`config.mk`:
```
export PLATFORM = sky130hd
export DESIGN_NAME = nnsc_cell
export DESIGN_NICKNAME = d
export VERILOG_FILES = /design/src/nnsc_pkg.sv /design/src/nnsc_cell.sv
export SDC_FILE = /design/constraint.sdc
export NUM_CORES = 1
export LEC_CHECK = 0
export BUFFER_PORTS_ARGS = -buffer_cell sky130_fd_sc_hd__buf_4
export CAP_MARGIN = 40
export CORE_MARGIN = 1
export CORE_UTILIZATION = 38
export CTS_BUF_LIST = sky130_fd_sc_hd__clkbuf_4 sky130_fd_sc_hd__clkbuf_8 sky130_fd_sc_hd__clkbuf_16
export DETAILED_ROUTE_END_ITERATION = 8
export GPL_ROUTABILITY_DRIVEN = 0
export HOLD_SLACK_MARGIN = 0.03
export PLACE_DENSITY_LB_ADDON = 0.2
export SLEW_MARGIN = 15
export SYNTH_ARGS = -nofsm -noshare
export SYNTH_HDL_FRONTEND = slang
export SYNTH_SLANG_ARGS = --single-unit
```
`constraint.sdc`:
```
create_clock -name clock -period 3.5 [get_ports clock]
set_input_delay 0.7 -clock clock [delete_from_list [all_inputs] [get_ports clock]]
set_output_delay 0.7 -clock clock [all_outputs]
set_load 0.1 [all_outputs]
```
`src/nnsc_pkg.sv`:
```
// shared types and constants of the nearest neighbor shape classifier
package nnsc_pkg;

   localparam int LABEL_BITS  = 8;
   localparam int WEIGHT_BITS = 16;
   localparam int PORT_FEAT_BITS = 16;
   localparam int DIST_BITS   = 50;
   localparam int NUM_FEATS   = 4;
   localparam int STATUS_BITS = 2;
   localparam int CSR_INDEX_BITS = 2;

   localparam logic [STATUS_BITS-1:0] STATUS_MATCH   = 2'd0;
   localparam logic [STATUS_BITS-1:0] STATUS_NO_DATA = 2'd1;
   localparam logic [STATUS_BITS-1:0] STATUS_STORED  = 2'd2;
   localparam logic [STATUS_BITS-1:0] STATUS_FULL    = 2'd3;

   localparam logic FUNC_STORE    = 1'b0;
   localparam logic FUNC_CLASSIFY = 1'b1;

   localparam logic [CSR_INDEX_BITS-1:0] CSR_WEIGHT_FILL      = 2'd0;
   localparam logic [CSR_INDEX_BITS-1:0] CSR_WEIGHT_ASPECT    = 2'd1;
   localparam logic [CSR_INDEX_BITS-1:0] CSR_WEIGHT_HU_FIRST  = 2'd2;
   localparam logic [CSR_INDEX_BITS-1:0] CSR_WEIGHT_HU_SECOND = 2'd3;

   localparam logic [DIST_BITS-1:0] DIST_MAX = {DIST_BITS{1'b1}};

   typedef struct packed {
      logic shift;
      logic load;
   } cell_ctrl_type;

endpackage

```
`src/nnsc_cell.sv`:
```
// one storage cell of the training vector ring
module nnsc_cell #(
   parameter int ENTRY_BITS = 72
) (
   input  logic                   clock,
   input  nnsc_pkg::cell_ctrl_type ctrl,
   input  logic [ENTRY_BITS-1:0]  load_data,
   input  logic [ENTRY_BITS-1:0]  neighbor_data,
   output logic [ENTRY_BITS-1:0]  entry_data
);
   import nnsc_pkg::*;

   logic [ENTRY_BITS-1:0] entry_ff;

   always_ff @(posedge clock) begin
      if (ctrl.load) begin
         entry_ff <= load_data;
      end else if (ctrl.shift) begin
         entry_ff <= neighbor_data;
      end
   end

   assign entry_data = entry_ff;

endmodule

```
* Word-level counts from Yosys, hierarchy flattened
Index checks and enable logic that the tools add are counted. W data, S select, Z words.
Storage, ports and cells: logic and storage cells 4, register bits 72, output and inout bits 72, input port bits 147
Operators by class: multiplexer cells 2, reductions and logical operators 1
Operators with widths (number):
- $mux W72 | 2
- $reduce_bool A2 Y1 | 1

* Logic depth before layout (Yosys ltp)
Gate-level depths: netlist of run 1.
depth after elaboration 2, depth in mapped cells 3, gate-level depth less buffers 1

* Worst setup path before layout of run 1
Ideal clock, no wire load.
path type input to register, from in ctrl[0] in the netlist's numbering, to reg entry_ff[0], in the netlist entry_data[0] (enable), path slack 0.416 ns, library setup time 0.434 ns, arrival time 2.650 ns, cell stages on the path 3, buffers on the path 2, required time 3.066 ns, cell sequence buf_6 > buf_12 > or2_1
Between the ends: word-level cells in the longest chain between the ends 1
RTL lines:
- start: declaration | RTL line nnsc_cell.sv:6 | input nnsc_pkg::cell_ctrl_type ctrl,
- $reduce_bool A2 Y1 (no source line)
- end signal: assignment | RTL line nnsc_cell.sv:17 | entry_ff <= load_data;
- end signal: assignment | RTL line nnsc_cell.sv:19 | entry_ff <= neighbor_data;
- end: declaration | RTL line nnsc_cell.sv:13 | logic [ENTRY_BITS-1:0] entry_ff;
Every way passes these cells. A chain may end at the register's enable or synchronous reset.

* Worst setup path after layout of run 1
from reg entry_ff[30], in the netlist entry_data[30], to out entry_data[30]
RTL lines:
- end: declaration | RTL line nnsc_cell.sv:9 | output logic [ENTRY_BITS-1:0] entry_data
No word-level cell between the ends.

==> results.tsv, run 1 <==
metric	value	unit
cts_tree	built	
place.port_buffers	218	
drt_iter0_markers	69	
cp.arrival	1000	ps
ios	219	
timing.fmax	589.1	MHz
htreeDepth	3	
synth_seq_cells	72	
tightest_slew	536.8	ps
cp-end-kind	output port	
drt-wirelength-per-cell	15.91	µm
avgSynthCellArea	22.15	µm²
final_cell_mix	218 x buf_4, 72 x edfxtp_1, 69 x mux2_4, 9 x clkbuf_8, 3 x mux2_2	
fin_ws	1802	ps
nFillCells	693	
netlist_instances	153	
ys_warn_count	0	
layout-area-overhead-vs-synth	54.56	%
die_x	96.45	µm
grt_max_degree	73	
drt_pass1_iterations	4	
post-place-ws	1583	ps
synth_nets	300	
clockBufferDepth	2	
detail-route-antenna-nets	0	
setup_tns	0	ps
wl	7778	µm
yosysUniqueCellTypes	6	
ctsResizeCount	0	
crit_required	2800	ps
ctsHoldBuffers	0	
layout-drive-gt1-share	80.58	%
start_util	39.06	%
hold_viol_final	0	
vias_per_cell	4.528	
grt_pass1_vias	2154	
slowest_delay	360	ps
clock-sinks	72	
grt_pass1_wl	10480	µm
grtUsageTotal	16.01	%
placement_rows	34	
ff_latch_area	0.002162	mm²
cts_setup_buffers	0	
startpoint_type	register	
grt_setup_unrepaired	no	
cts_root_buf	clkbuf_8	
syn_area	0.003390	mm²
largest_reg_flops	72	
via_count	2214	
crit_family	flip-flops	
maxSlewViolCount	0	
die-area	0.009302	mm²
path_cells	buf_4	
route.detailed.drc	0	
status	complete, no violations	
cp.buffers_inverters	1	
worstSetupPathType	register to output port	
setup_violations	0	
die_y	96.45	µm
multiInputGateArea	0.001079	mm²
cts_made_buffers	9	
final_common_cell	buf_4	
slew_headroom	64.21	%
hold_path_class	input pin to register	
antenna_found_initial	0	
pwr_density_cell	541.7	mW/mm²
hold_depth	2	
maxCapViolCount	0	
peakVddDrop	0.0002309	V
min_period_over_period	48.50	%
crit_path_max_fanout	1	
diodes	0	
p_leak	0.002481	µW
core_region_area	0.008678	mm²
slowest_stage	edfxtp_1	
nNetsFinal	523	
path_clk_slew	80	ps
synth_seq_area_share	63.79	%
cp.depth	1	
grt-ovfl-total	0	
finalCriticalPeriod	1698	ps
==> logic make-up after synthesis <==
group / Yosys count / share of synthesized area (%)
mux: 72 / 31.56
flops: 72 / 63.79
buf+inv: 8 / 4.466
simple gates: 1 / 0.1847
==> report_power, final <==
group,switching [µW],internal [µW],total (µW)
combinational,804,316,1120
clock,293,338,632
sequential,26.8,1060,1090
==> layer usage <==
| metal | wire, µm | vias to the layer above | global-route usage [%] |
|---|---|---|---|
| met4 | 123 | 0 | 6.985 |
| met3 | 849 | 11 | 7.042 |
| met2 | 4211 | 124 | 28.46 |
| li1 | - | 1046 | - |
| met1 | 2594 | 1033 | 16.16 |
| met5 | 0 | - | 0 |
==> cell usage after synthesis <==
cell type | instances | area [µm²]
edfxtp_1 | 72 | 2162
mux2_4 | 69 | 1036
buf_6 | 1 | 11.26
or2_1 | 1 | 6.260
buf_12 | 7 | 140.1
mux2_2 | 3 | 33.78
==> worst paths after layout <==
path              start             end  slack, ps
max      entry_data[30]  entry_data[30]       1800
min   neighbor_data[39]  entry_data[39]        660
==> through the flow <==
stage / std cells / total power [µW] / instance area, µm² / hold WS [ps] / utilization (%)
after CTS: 489 / 2864 / 5239 / 636.4 / 60.37
after floorplan: 153 / 1951 / 3390 / 917.5 / -
after detailed placement: 473 / 2231 / 5052 / 1003 / 58.22
final: 489 / 2838 / 5239 / 655.9 / 60.37
after global placement: 473 / 2220 / 5052 / 1000 / 58.22
after global routing: 489 / 2934 / 5239 / 625.7 / 60.37
==> final cells by class <==
type                    instances  share of cell area, %
clock buffers                  11                  2.651
repair buffers                220                  32.00
flip-flops and latches         72                  41.27
multi-input cells              73                  20.59
clock inverters                 5                 0.9076
well taps                     108                  2.579
(Power assumes the default switching activity.)
==> run 2, diff against run 1 <==
==> constraint.sdc (replaced) <==
create_clock -name clock -period 1.37 [get_ports clock]
set_input_delay 0.274 -clock clock [delete_from_list [all_inputs] [get_ports clock]]
set_output_delay 0.274 -clock clock [all_outputs]
set_load 0.1 [all_outputs]
==> run 2 against run 1 <==
  * Die area unchanged
  * Sequential power rose to 2.5 times the previous value
  * Count of clock-buffer cells in the layout down 1
  * Combinational power rose to 2.6 times the previous value
  * Critical path depth unchanged
  * Cell count up 1.0%
  * Power up 150%
  * Non-clock buffer count up 8
  * Clock power up 110%
  * Routed wire length up 1.5%
  * Highest routed layer unchanged
==> results.tsv, run 2 (same netlist as run 1, synthesis figures left out) <==
metric	value	unit	change
dp_hpwl	6127	µm	
min_period_over_period	92.08	%	
endpoint	entry_data[21]		
slowest_delay	360	ps	about the same
place.port_buffers	218		unchanged
grtUsageTotal	16.57	%	+0.56 points
hold_path_class	input pin to register		
detail-route-antenna-nets	0		unchanged
die_y	96.45	µm	unchanged
ctsResizeCount	0		unchanged
drt-wirelength-per-cell	15.97	µm	+0.43%
clock-sinks	72		unchanged
p_leak	0.002507	µW	+1.0%
finalCriticalPeriod	1261	ps	
layout-area-overhead-vs-synth	55.81	%	
maxCapViolCount	0		unchanged
ios	219		unchanged
grt_max_degree	40		-45%
clockPowerShare	19.1	%	-3.2 points
htreeDepth	3		unchanged
grt-ovfl-total	0		unchanged
multiInputGateArea	0.001079	mm²	unchanged
core_region_area	0.008678	mm²	unchanged
final_cell_mix	224 x buf_4, 72 x edfxtp_1, 69 x mux2_4, 9 x clkbuf_8, 4 x buf_12		
setup_violations	0		unchanged
die_x	96.45	µm	unchanged
crit_family	flip-flops		
postLayoutCellArea	0.005281	mm²	+0.81%
die-area	0.009302	mm²	unchanged
hold_viol_final	0		unchanged
ff_latch_area	0.002162	mm²	unchanged
clockBufferDepth	2		unchanged
internal_power	4166	µW	+140%
grt_pass1_vias	2175		+0.97%
cts_tree	built		
worstSetupPathType	register to output port		
crit_required	1100	ps	-1700 ps
nNetsFinal	531		+1.5%
layout-drive-gt1-share	80.83	%	+0.25 points
slowest_stage	edfxtp_1		
p_seq_share	39.6	%	+1.4 points
grt_setup_unrepaired	no		
wl	7891	µm	+1.5%
ctsHoldBuffers	0		unchanged
antenna_found_initial	0		unchanged
cts_setup_buffers	0		unchanged
peakVddDrop	0.0005713	V	+150%
drt_pass1_iterations	4		unchanged
vias_per_cell	4.478		-1.1%
start_util	39.06	%	unchanged
diodes	0		unchanged
cp.depth	1		unchanged
power	7000	µW	+150%
crit_path_max_fanout	1		unchanged
grt_pass1_wl	10830	µm	+3.4%
maxSlewViolCount	0		unchanged
cts_made_buffers	9		unchanged
via_count	2212		-0.090%
slew_headroom	80.50	%	+16 points
place_area	0.005137	mm²	+1.7%
final_common_cell	buf_4		
utilization	60.86	%	+0.49 points
placement_rows	34		unchanged
tightest_slew	294.9	ps	-241.9 ps
cp.arrival	990	ps	about the same
power_frac_comb	41.3	%	+1.8 points
cts_root_buf	clkbuf_8		
cp-end-kind	output port		
setup.worst_path.start	entry_data[21]		
status	complete, no violations		
largest_reg_flops	72		unchanged
cp.buffers_inverters	1		unchanged
timing.fmax	792.7	MHz	
startpoint_type	register		
path_clk_slew	70	ps	about the same
nFillCells	673		-2.9%
route.detailed.drc	0		unchanged
path_cells	buf_4		
switching_share	40.49	%	+0.86 points
hp-start	neighbor_data[22]		
pwr_density_cell	1325	mW/mm²	+140%
p_switching	2834	µW	+150%
setup_tns	0	ps	unchanged
drt_iter0_markers	55		-20%
run 2: area by class of cell:
cell class / count / share of cell area [%]
Tap cell: 108 / 2.559
Clock inverter: 3 / 0.2369
Multi-Input combinational cell: 73 / 20.42
Sequential cell: 72 / 40.94
Clock buffer: 10 / 2.488
Timing Repair Buffer: 228 / 33.36
run 2: worst min-delay path by stage:
stage                           to  slack (ps)  cells after the start
finish              entry_data[22]         230                      2
global placement    entry_data[21]         570                      2
detailed placement  entry_data[28]         580                      2
floorplan            entry_data[0]         490                      1
global route        entry_data[52]         200                      2
CTS                 entry_data[11]         210                      2
run 2: per-layer routing:
| layer | vias to the layer above | routed length, µm | global-route usage [%] |
|---|---|---|---|
| met5 | - | 0 | 0 |
| met4 | 0 | 181 | 8.088 |
| met3 | 15 | 1004 | 8.451 |
| met2 | 141 | 3933 | 26.82 |
| met1 | 999 | 2771 | 17.89 |
| li1 | 1057 | - | - |
run 2: per-stage QoR:
stage	hold slack, ps	std cells	worst slack [ps]
final	233.7	494	108.6
after global routing	200.1	494	59.74
after CTS	213.0	494	87.54
after detailed placement	577.2	481	56.00
after global placement	574.5	481	75.41
after floorplan	491.5	153	-162.8
run 2: power groups by stage:
stage                     clock network (µW)  registers, µW  logic (µW)
final                                   1340           2770        2890
after global routing                    1510           2800        2980
after CTS                               1400           2780        2910
after detailed placement                   0           2820        2910
after global placement                     0           2810        2890
after floorplan                            0           4590         397
